`src/hw/rtl/b64u_pkg.sv`:
```
// Shared types, status codes and character decode for the base64url decoder.
package b64u_pkg;

	localparam int MaxDecodedDef = 2048;

	typedef enum logic [2:0] {
		ST_OK         = 3'd0,
		ST_BAD_LENGTH = 3'd1,
		ST_PADDING    = 3'd2,
		ST_INVALID    = 3'd3,
		ST_TOO_LONG   = 3'd4,
		ST_LEFTOVER   = 3'd5
	} status_t;

	// pending bit count 0, 6, 4, 2
	typedef enum logic [3:0] {
		PH_0 = 4'b0001,
		PH_6 = 4'b0010,
		PH_4 = 4'b0100,
		PH_2 = 4'b1000
	} phase_t;

	typedef struct packed {
		logic [7:0] ch;
		logic       last;
	} req_t;

	typedef struct packed {
		logic [7:0] out_byte;
		logic       byte_valid;
		logic       done_res;
		status_t    status;
	} res_t;

	typedef struct packed {
		logic       ok;
		logic [5:0] val;
	} sextet_t;

	localparam logic [7:0] ChPad   = 8'h3D;
	localparam logic [7:0] ChDash  = 8'h2D;
	localparam logic [7:0] ChUnder = 8'h5F;

	function automatic sextet_t sextet_of(input logic [7:0] c);
		sextet_t s;
		s.ok  = 1'b1;
		s.val = 6'd0;
		if (c >= 8'h41 && c <= 8'h5A) begin
			s.val = 6'(c - 8'h41);
		end else if (c >= 8'h61 && c <= 8'h7A) begin
			s.val = 6'(c - 8'h61 + 8'd26);
		end else if (c >= 8'h30 && c <= 8'h39) begin
			s.val = 6'(c - 8'h30 + 8'd52);
		end else if (c == ChDash) begin
			s.val = 6'd62;
		end else if (c == ChUnder) begin
			s.val = 6'd63;
		end else begin
			s.ok = 1'b0;
		end
		return s;
	endfunction

endpackage

```
`src/hw/rtl/base64url_strict_decoder_core.sv`:
```
// Streaming unpadded base64url decoder, one character per cycle when not stalled.
//
// Request channel (req_valid, req_stall, req): one character of the string
// per request, with last set on the final character. Result channel
// (res_valid, res_stall, res): exactly one result per request, in order.
// A result carries a decoded byte when byte_valid is set; the result of the
// last character has done_res set and the status of the whole string.
// Bytes stream out as they complete, so the consumer keeps them only if the
// final status is ok. After the first error no further bytes are flagged.
//
// The request is registered, then decoded against the running state into the
// result register. Throughput is one character per cycle while the result
// channel does not stall; the bit packer updates its state for each character.
// req_stall rises only while the result register holds an untaken result and
// the input register is full; a stalled result holds its value.
// Reset (arst_n low) empties both registers and clears the string state; the
// state is also cleared after each last character.
module base64url_strict_decoder_core
	import b64u_pkg::*;
#(
	parameter int MAX_DECODED = MaxDecodedDef
) (
	input  logic clk,
	input  logic arst_n,
	input  logic req_valid,
	output logic req_stall,
	input  req_t req,
	output logic res_valid,
	input  logic res_stall,
	output res_t res
);

	localparam int CW = $clog2(2 * MAX_DECODED + 2);
	localparam int BW = $clog2(MAX_DECODED + 2);
	localparam logic [CW-1:0] CharLimit = CW'(2 * MAX_DECODED);
	localparam logic [BW-1:0] ByteMax   = BW'(MAX_DECODED);

	logic             s1_valid_q;
	req_t             req_s1;
	logic             res_valid_q;
	res_t             res_q;

	phase_t           ph_q, ph_nx;
	logic [5:0]       lb_q, lb_nx;
	logic [CW-1:0]    cc_q, cc_nx;
	logic [BW-1:0]    bc_q, bc_nx;
	status_t          err_q, err_nx;

	logic             res_free;
	logic             adv;
	sextet_t          sx;
	logic             byte_mk;
	logic [7:0]       byte_raw;
	res_t             res_nx;

	assign res_free  = !res_valid_q || !res_stall;
	assign adv       = s1_valid_q && res_free;
	assign req_stall = s1_valid_q && !res_free;
	assign res_valid = res_valid_q;
	assign res       = res_q;

	always_comb begin
		sx       = sextet_of(req_s1.ch);
		cc_nx    = (cc_q <= CharLimit) ? cc_q + CW'(1) : cc_q;
		err_nx   = err_q;
		ph_nx    = ph_q;
		lb_nx    = lb_q;
		bc_nx    = bc_q;
		byte_mk  = 1'b0;
		byte_raw = 8'd0;
		res_nx   = '{out_byte: 8'd0, byte_valid: 1'b0, done_res: 1'b0, status: ST_OK};

		if (err_q == ST_OK) begin
			if (req_s1.ch == ChPad) begin
				err_nx = ST_PADDING;
			end else if (!sx.ok) begin
				err_nx = ST_INVALID;
			end else begin
				unique case (ph_q)
					PH_0: begin
						ph_nx = PH_6;
						lb_nx = sx.val;
					end
					PH_6: begin
						byte_mk  = 1'b1;
						byte_raw = {lb_q, sx.val[5:4]};
						ph_nx    = PH_4;
						lb_nx    = {2'b00, sx.val[3:0]};
					end
					PH_4: begin
						byte_mk  = 1'b1;
						byte_raw = {lb_q[3:0], sx.val[5:2]};
						ph_nx    = PH_2;
						lb_nx    = {4'b0000, sx.val[1:0]};
					end
					PH_2: begin
						byte_mk  = 1'b1;
						byte_raw = {lb_q[1:0], sx.val};
						ph_nx    = PH_0;
						lb_nx    = 6'd0;
					end
					default: begin
						ph_nx = PH_0;
						lb_nx = 6'd0;
					end
				endcase
				if (byte_mk) begin
					bc_nx = bc_q + BW'(1);
					// the byte that crosses the limit is dropped
					if (bc_q == ByteMax) begin
						err_nx = ST_TOO_LONG;
					end else begin
						res_nx.byte_valid = 1'b1;
						res_nx.out_byte   = byte_raw;
					end
				end
			end
		end

		if (req_s1.last) begin
			res_nx.done_res = 1'b1;
			if (cc_nx > CharLimit) begin
				res_nx.status = ST_TOO_LONG;
			end else if (cc_nx[1:0] == 2'd1) begin
				res_nx.status = ST_BAD_LENGTH;
			end else if (err_nx != ST_OK) begin
				res_nx.status = err_nx;
			end else if (ph_nx != PH_0 && lb_nx != 6'd0) begin
				res_nx.status = ST_LEFTOVER;
			end else begin
				res_nx.status = ST_OK;
			end
		end
	end

	always_ff @(posedge clk or negedge arst_n) begin
		if (!arst_n) begin
			s1_valid_q  <= 1'b0;
			res_valid_q <= 1'b0;
			ph_q        <= PH_0;
			lb_q        <= 6'd0;
			cc_q        <= '0;
			bc_q        <= '0;
			err_q       <= ST_OK;
		end else begin
			if (!req_stall) begin
				s1_valid_q <= req_valid;
			end
			if (res_free) begin
				res_valid_q <= s1_valid_q;
			end
			if (adv) begin
				if (req_s1.last) begin
					ph_q  <= PH_0;
					lb_q  <= 6'd0;
					cc_q  <= '0;
					bc_q  <= '0;
					err_q <= ST_OK;
				end else begin
					ph_q  <= ph_nx;
					lb_q  <= lb_nx;
					cc_q  <= cc_nx;
					bc_q  <= bc_nx;
					err_q <= err_nx;
				end
			end
		end
	end

	always_ff @(posedge clk) begin
		if (req_valid && !req_stall) begin
			req_s1 <= req;
		end
		if (adv) begin
			res_q <= res_nx;
		end
	end

`ifndef SYNTHESIS
	a_status_only_done: assert property (@(posedge clk) disable iff (!arst_n)
		res_valid && !res.done_res |-> res.status == ST_OK)
		else $error("status set on a result that is not the last");

	a_byte_zero: assert property (@(posedge clk) disable iff (!arst_n)
		res_valid && !res.byte_valid |-> res.out_byte == 8'd0)
		else $error("out_byte nonzero without byte_valid");

	a_no_byte_after_err: assert property (@(posedge clk) disable iff (!arst_n)
		adv && err_q != ST_OK |=> !res.byte_valid)
		else $error("byte emitted after an error");

	a_clear_after_last: assert property (@(posedge clk) disable iff (!arst_n)
		adv && req_s1.last |=> ph_q == PH_0 && cc_q == '0 && bc_q == '0)
		else $error("string state not cleared after last character");

	a_stall_only_full: assert property (@(posedge clk) disable iff (!arst_n)
		req_stall |-> s1_valid_q && res_valid_q)
		else $error("request stalled with room in the pipeline");
`endif

endmodule

```
`config.mk`:
```
export PLATFORM = sky130hd
export DESIGN_NAME = base64url_strict_decoder_core
export DESIGN_NICKNAME = d
export VERILOG_FILES = /design/src/hw/rtl/b64u_pkg.sv /design/src/hw/rtl/base64url_strict_decoder_core.sv
export SDC_FILE = /design/constraint.sdc
export NUM_CORES = 1
export LEC_CHECK = 0
export BUFFER_PORTS_ARGS = -buffer_cell sky130_fd_sc_hd__buf_2
export CAP_MARGIN = 5
export CORE_MARGIN = 2
export CORE_UTILIZATION = 47
export CTS_CLUSTER_DIAMETER = 60
export DETAILED_ROUTE_END_ITERATION = 12
export PLACE_DENSITY_LB_ADDON = 0.15
export SLEW_MARGIN = 20
export SYNTH_ARGS = -nofsm -noshare
export SYNTH_HDL_FRONTEND = slang
export SYNTH_SLANG_ARGS = --single-unit
```
`constraint.sdc`:
```
create_clock -name clk -period 4 [get_ports clk]
set_input_delay 0 -clock clk [delete_from_list [all_inputs] [get_ports clk]]
set_output_delay 0 -clock clk [all_outputs]
set_load 0.01 [all_outputs]
```
---- Yosys cells after proc, flatten, opt, wreduce, memory -nomap -nowiden ----
Cells that the tools add are included.
word-level totals
  bits of input ports ..................... 13
  word-level logic and storage cells ...... 113
  output and inout port bits .............. 15
  flip-flop bits (word level) ............. 62
operators by class
  eq/ne operators ......................... 11
  magnitude comparators ................... 8
  add/subtract/negate cells ............... 7
  mux-type cells .......................... 44
  reductions and logical operators ........ 24
  bitwise gates (word level) .............. 4
operators by type and width
  cell                   count
  $mux 12                5
  $mux 6                 9
  $mux 3                 10
  $mux 13                2
  $pmux 8 s3             1
  $mux 4                 5
  $pmux 6 s3             1
  $eq 8x6->1 const B     2
  $ge 8x7->1 const B     2
  $le 8x7->1 const B     2
  $add 13x1->13 const B  1
  $gt 13x13->1 const B   1
  $le 13x13->1 const B   1
  $add 12x1->12 const B  1
  $eq 12x12->1 const B   1
  $pmux 4 s3             1
  $sub 6x6->6 const B    2
  $mux 1                 10
  $eq 8x7->1 const B     1
  $ge 8x6->1 const B     1
  $le 8x6->1 const B     1
  $logic_and 1x1->1      7
  $add 6x5->6 const B    1
  $add 6x6->6 const B    1
  20 further kinds       29

---- Longest topological paths before layout ----
Gate-level depths: netlist (run 1).
  word-level depth ........................ 18
  mapped depth ............................ 11
  depth with buffers taken out ............ 10

---- Worst setup path after synthesis (run 1) ----
No wires, ideal clock.
  path type ............................... register to register
  from .................................... reg req_s1[1] (netlist bit)
  to ...................................... reg bc_q[10]
  slack ................................... 1,155 ps
  clock period less this slack ............ 2,845 ps
  path buffers ............................ 1
  library setup time ...................... 132 ps
  data required time ...................... 3,868 ps
  cell stages (with the launch flop) ...... 12
  arrival ................................. 2,713 ps
  path through ............................ edfxtp_1 > clkbuf_1 > inv_1 > ha_1 > nor2b_1 > o21ai_2 > o311ai_1 > a2111o_1 > a211oi_2 > nand4_1 > xor2_1 > nor2_1
between the ends
  word-level cells in the longest chain between the ends .. 8
  elaborated cells between the ends (all ways) .. 20
  classes of those cells .................. order compare (6); eq/ne (4); mux (5); reduce/logical (5)
ends and longest elaborated chain
  item                                                                RTL line                              RTL
  start, declared                                                     base64url_strict_decoder_core.sv:39   req_t req_s1;
  start signal, assigned                                              base64url_strict_decoder_core.sv:172  req_s1 <= req;
  parallel branches: the longest is 7 deep, another holds $ge 8x6->1  -
  $reduce_and 5->1 (no source line) *                                 -
  end signal, assigned                                                base64url_strict_decoder_core.sv:163  bc_q <= bc_nx;
  end, declared                                                       base64url_strict_decoder_core.sv:46   logic [BW-1:0] bc_q, bc_nx;
Every way passes the cells marked *.
A chain may end at the register's enable or synchronous reset.

---- Worst setup path in the final report (run 1) ----
  from .................................... reg req_s1[1] (netlist bit)
  to ...................................... reg bc_q[3]
Same word-level chain as after synthesis.

==> results of run 1 <==
-- state kept, by name (all words and copies together), names as in the netlist --
register    count
cc_q           13
res            13
bc_q           12
req_s1          9
lb_q            6
ph_q            4
err_q           3
res_valid       1
s1_valid_q      1
-- through the flow --
stage	setup WS (ps)	cell area [um2]	hold slack, ps	power (mW)	utilization [%]
floorplan	1160	3790	-296	0.953	-
global placement	904	4010	177	1.03	51.6
detailed placement	809	4010	178	1.04	51.6
CTS	786	4370	350	1.66	56.3
global route	540	4370	359	1.74	56.3
finish	745	4370	320	1.65	56.3
-- path summary, 6_finish.rpt --
path                       startpoint        end  slack (ps)  cells past startpoint
hold reg to reg            s1_valid_q  res_valid         510                      1
setup / recovery            req_s1[1]    bc_q[3]         750                     10
max in group asynchronous      arst_n    bc_q[3]        3090                      2
setup reg to reg            req_s1[1]    bc_q[3]         750                     10
min in group clk               req[0]  req_s1[0]         360                      2
hold / removal                 arst_n    lb_q[2]         320                      2
-- critical path, stage by stage, from the launching register on --
cell and delay, ps:
edfxtp_1 570, inv_1 180, ha_1 300, nor2b_1 160, o21ai_2 330, o311ai_1 300, a2111o_1 550, a21oi_1 350
nand3_1 140, xor2_1 160, nor2_1 60
-- logic make-up after synthesis --
family,Yosys count,share of synthesized area [%]
xor gates and xnor gates,19,4.39
adders and majority gates,13,4.29
DFF,62,43.8
and+or+nand+nor,172,23.6
AOI/OAI and AO/OA,109,19.7
buffers and inverters,36,3.69
muxes,2,0.561
-- where the power goes --
part / switching (mW) / leakage [nW] / internal (mW) / total (mW)
Sequential: 0.0517 / 0.759 / 0.703 / 0.755
Combinational: 0.168 / 0.950 / 0.112 / 0.280
Clock: 0.265 / 0.116 / 0.354 / 0.620
-- cell type report --
cell class | instances | area share, %
Multi-Input combinational cell | 315 | 45.7
Sequential cell | 62 | 38.0
Timing Repair Buffer | 43 | 6.58
Clock buffer | 14 | 4.92
Tap cell | 102 | 2.92
Inverter | 17 | 1.46
Clock inverter | 2 | 0.372
-- cell usage in the layout (no fill, tap or decap), types with 13 or more instances in the layout --
cell type      synthesis  routed
dlygate4sd3_1          0      13
a21oi_1               15      15
dfrtp_1               39      39
nand2_1               37      37
edfxtp_1              22      22
o21ai_0               33      33
inv_1                 17      17
ha_1                  13      13
nor2_1                48      48
xor2_1                15      15
nand4_1               14      14
buf_2                  1      27
-- layer usage --
layer  share of wire, %  GRT usage (%)
met5                  0              0
met3                5.2           4.41
met1                 48           30.4
met4                1.2           6.64
met2                 46           33.9
-- timing repair --
action	CTS	global route
buffers inserted	0	0
hold buffers	13	0
hold endpoints to repair	50	0
endpoints found under the setup margin	0	0
==> results.py, run 1 <==
metrics = {
    "cts": {
        "cts_resized": 0,
        "cts_root_buf": "clkbuf_8",
        "cts_max_path_buffers": 2,
        "htreeDepth": 3,
        "clkSinkCount": 62,
        "path_clk_slew_ps": 80,
        "cts_tree": "yes",
        "insertion_delay_ps": 350,
        "cts_buffers": 9,
    },
    "critical_path": {
        "arrival_ps": 3440,
        "cp.required_ps": 4180,
        "critical_path_class": "flop to flop",
        "cp-start-kind": "flop",
        "path_max_fanout": 11,
        "crit_path_end_kind": "flop",
    },
    "drt": {
        "vias": 3301,
        "dr.pass1.iters": 7,
        "viasPerCell": 5.95,
        "ant_nets": 0,
        "drt-total-wl_mm": 8.94,
        "drtIter0Drc": 163,
        "wl_per_cell_um": 16.1,
        "drcViolationCount": 0,
    },
    "synthesis": {
        "synth_area_leaders": "dfrtp_1 26%, edfxtp_1 17%, nor2_1 4.7%",
        "yosysWarnings": 0,
        "ys_seq_area_share_pct": 43.8,
        "synth_cells": 413,
        "synth.largest_area_cell": "dfrtp_1",
        "synth_flop_cell": "dfrtp_1",
        "syn_area_um2": 3790,
        "synth_common_cells": "48 x nor2_1, 39 x dfrtp_1, 37 x nand2_1",
        "synth_cell_types": 58,
        "synth-seq-cells": 62,
        "synth_edf_count": 22,
        "synth.top_cell.area_share_pct": 25.7,
        "async_reset_ff_share_pct": 64.5,
        "syn_avg_cell_area_um2": 9.19,
        "synth_nets": 439,
        "yosysMostFrequentCell": "nor2_1",
    },
    "sta": {
        "fin_skew_ps": 12.8,
        "min_period_ps": 3250,
        "post-route-period-util_pct": 81.4,
        "setup_tns_ps": 0,
        "tightest_slew_ps": 980,
        "slew_headroom_pct": 34.4,
        "drv_slew": 0,
        "setup_viol": 0,
        "finalHoldViolCount": 0,
        "rsz0062_at_grt": "no",
        "max_freq_mhz": 307,
    },
    "place": {
        "portBuffers": 27,
        "gp_congestion": 0.969,
        "hpwl_mm": 6.17,
        "dp_cells": 526,
    },
    "floorplan": {
        "num_rows": 32,
        "start_util_pct": 48.8,
        "ioPinCount": 28,
        "die-area_um2": 8810,
        "die_w_um": 93.8,
        "die_h_um": 93.8,
        "core-area_um2": 7770,
    },
    "cells_and_area": {
        "drive_gt1_share_pct": 13.2,
        "ff_latch_area_um2": 1660,
        "diodes": 0,
        "nNetsFinal": 474,
        "multi_input_area_um2": 2000,
        "area_delta_synth_final_pct": 15.2,
        "fill_cells": 727,
        "final_cells": 555,
    },
    "global_route": {
        "antenna_found_initial": 0,
        "overflow": 0,
        "track_usage_pct": 21.7,
        "grt_pass1_vias": 3108,
        "grt_max_degree": 41,
        "grt_pass1_wl_mm": 15.1,
    },
    "outcome": {
        "status": "finished clean",
    },
    "power_and_ir_drop": {
        "ir_drop_mv": 0.209,
        "power_density_nw_per_um2": 379,
        "cellLeakagePower_nw": 1.82,
    },
    "hold_path": {
        "min_path_type": "primary input to async pin",
    },
    "flow_run": {
        "cap_violations": 0,
    },
}
No activity file was read; power rests on OpenSTA's default activity.
==> run 2, diff against run 1 <==
ABC_AREA = 1   (was default)
clock period = 2.7 ns   (was 4 ns; I/O delays follow)
==> run 2 against run 1 <==
Compared with the run above: clock power rose by 24%; sequential cell count unchanged; hold slack gained 23 ps; combinational power rose to 2.7 times the previous value; global-route usage is 1.9 points lower; highest routed layer unchanged; die area up 6.2%; synthesized area up 6.5%; clock skew down 0.61 ps.
==> results.py, run 2 <==
metrics = {
    "global_route": {
        "grt.busiest_layer": "met2",
        "grt_pass1_wl_mm": 15.4,
        "grt_max_degree": 41,
        "antenna_found_initial": 0,
        "use_met3_pct": 4.12,
        "track_usage_pct": 19.8,
        "overflow": 0,
        "grt_pass1_vias": 3369,
        "grt_util_met1_pct": 27.5,
        "grtUsageMet2_pct": 31.5,
    },
    "synthesis": {
        "synth_flop_cell": "dfrtp_1",
        "synth_common_cells": "148 x nand2_1, 56 x inv_1, 44 x nor2_1",
        "synth_cells": 523,
        "synth_edf_count": 22,
        "synth_nets": 549,
        "synth.top_cell.area_share_pct": 24.2,
        "synth.largest_area_cell": "dfrtp_1",
        "yosysWarnings": 0,
        "syn_area_um2": 4040,
        "synth-seq-cells": 62,
        "syn_avg_cell_area_um2": 7.72,
        "synth_cell_types": 41,
        "synth_area_leaders": "dfrtp_1 24%, edfxtp_1 16%, nand2_1 14%",
        "async_reset_ff_share_pct": 64.5,
        "yosysMostFrequentCell": "nand2_1",
        "ys_seq_area_share_pct": 41.2,
    },
    "critical_path": {
        "arrival_ps": 2670,
        "path_max_fanout": 6,
        "critPathMostFrequentCell": "nand2_1",
        "crit_path_end_kind": "flop",
        "cp.required_ps": 2790,
        "cp_slowest_cell": "edfxtp_1",
        "path_buf_inv": 4,
        "startpoint": "req_s1[4]",
        "critical_path_class": "flop to flop",
        "critical-path-max-stage-delay_ps": 510,
        "r2r_start": "req_s1[4]",
        "cp_top_family": "simple AND/OR/NAND/NOR gates",
        "cp-start-kind": "flop",
        "crit_chain": "buf_6 -> ha_4 -> inv_2 -> nand2_1 -> nand3_1 -> nand2_1 -> nand2_2 -> nand2_4 -> nand3_4 -> nand2_8 -> buf_6 -> buf_4 -> nand2_1 -> nand2_1 -> nor2_1 -> nand3_1 -> nand2_1 -> nand2_1 -> nand2_1 -> a21oi_2",
    },
    "sta": {
        "max_freq_mhz": 387,
        "fin_skew_ps": 12.2,
        "slew_headroom_pct": 38.0,
        "drv_slew": 0,
        "tightest_slew_ps": 931,
        "post-route-period-util_pct": 95.8,
        "finalHoldViolCount": 0,
        "min_period_ps": 2590,
        "setup_viol": 0,
        "worst_slack_ps": 113,
        "setup_tns_ps": 0,
    },
    "place": {
        "portBuffers": 27,
        "hpwl_mm": 6.66,
        "dp_cells": 656,
        "pre_cts_ws_ps": 132,
        "gp_congestion": 0.915,
    },
    "cts": {
        "cts_max_path_buffers": 2,
        "cts_tree": "yes",
        "cts_buffers": 9,
        "path_clk_slew_ps": 70,
        "cts_root_buf": "clkbuf_8",
        "clkSinkCount": 62,
        "insertion_delay_ps": 340,
        "htreeDepth": 3,
    },
    "drt": {
        "wl_per_cell_um": 13.7,
        "drt-total-wl_mm": 9.64,
        "vias": 3790,
        "dr.pass1.iters": 5,
        "ant_nets": 0,
        "drcViolationCount": 0,
        "drtIter0Drc": 240,
        "viasPerCell": 5.38,
    },
    "outcome": {
        "status": "finished clean",
    },
    "cells_and_area": {
        "nNetsFinal": 621,
        "area_delta_synth_final_pct": 21.7,
        "layout_commonest_cell": "nand2_1",
        "mostFrequentLayoutCells": "141 x nand2_1, 49 x inv_1, 43 x nor2_1",
        "drive_gt1_share_pct": 22.0,
        "final_cells": 705,
        "fill_cells": 720,
        "diodes": 0,
    },
    "hold_path": {
        "min_path_type": "primary input to async pin",
    },
    "power_and_ir_drop": {
        "cellLeakagePower_nw": 2.31,
        "power_density_nw_per_um2": 546,
        "ir_drop_mv": 0.304,
    },
    "floorplan": {
        "core-area_um2": 8260,
        "die_h_um": 96.7,
        "die-area_um2": 9350,
        "start_util_pct": 48.9,
        "ioPinCount": 28,
        "num_rows": 33,
        "die_w_um": 96.7,
    },
    "flow_run": {
        "cap_violations": 0,
    },
}
==> run 2: cell types whose count changed after synthesis, sizes merged, moves of 5 or more <==
cell	previous run	this run
a222oi	6	0
inv	17	65
nand2	37	156
and3	7	0
and2	8	0
nand3	12	37
nor4b	5	0
nor2b	5	0
o22ai	3	11
nand2b	5	0
clkbuf	17	4
==> run 2: repair_timing <==
item                                   CTS  global route
hold buffers                            12             0
resized for setup                        0            44
setup endpoints to repair                0             9
endpoints found under the hold margin   50             0
setup buffers                            0            20
==> run 2: cell type report <==
| type | count | area [um2] | area share [%] |
|---|---|---|---|
| inverter | 68 | 258 | 5.24 |
| timing repair buffer | 67 | 474 | 9.65 |
| clock buffer | 11 | 131 | 2.67 |
| multi-input combinational | 387 | 2210 | 44.9 |
| sequential | 62 | 1660 | 33.8 |
| clock inverter | 5 | 50.0 | 1.02 |
| tap | 105 | 131 | 2.67 |
==> run 2: worst paths after layout <==
path	cells after the start	slack, ps	to
setup reg to reg	20	110	res[2]
setup / recovery	20	110	res[2]
max in group asynchronous	2	1770	bc_q[3]
min in group clk	2	370	req_s1[7]
hold / removal	2	340	cc_q[8]
hold reg to reg	2	490	res_valid
==> run 2: per-stage QoR <==
step	cell area [um2]	power, mW	hold slack (ps)	util [%]
global placement	4320	1.78	176	52.3
detailed placement	4320	1.80	179	52.3
finish	4920	2.68	344	59.5
CTS	4620	2.59	353	56.0
floorplan	4040	1.62	-296	-
global route	4920	2.85	354	59.5
==> run 2: cell families after synthesis <==
| logic type | Yosys count | share of synthesized area, % |
|---|---|---|
| buffers and inverters | 75 | 7.59 |
| AOI/OAI and AO/OA | 85 | 12.5 |
| xor gates and xnor gates | 17 | 3.69 |
| DFF | 62 | 41.2 |
| adders and majority gates | 13 | 4.03 |
| and+or+nand+nor | 271 | 31.0 |
==> run 2: per-layer routing <==
layer / up-vias / routed length, um
li1: 1877 / -
met1: 1761 / 4530
met2: 133 / 4480
met3: 19 / 501
met4: 0 / 130
met5: - / 0
==> run 2: power breakdown <==
group | internal [mW] | switching [mW]
registers | 1.07 | 0.0755
logic | 0.288 | 0.479
clock network | 0.419 | 0.351
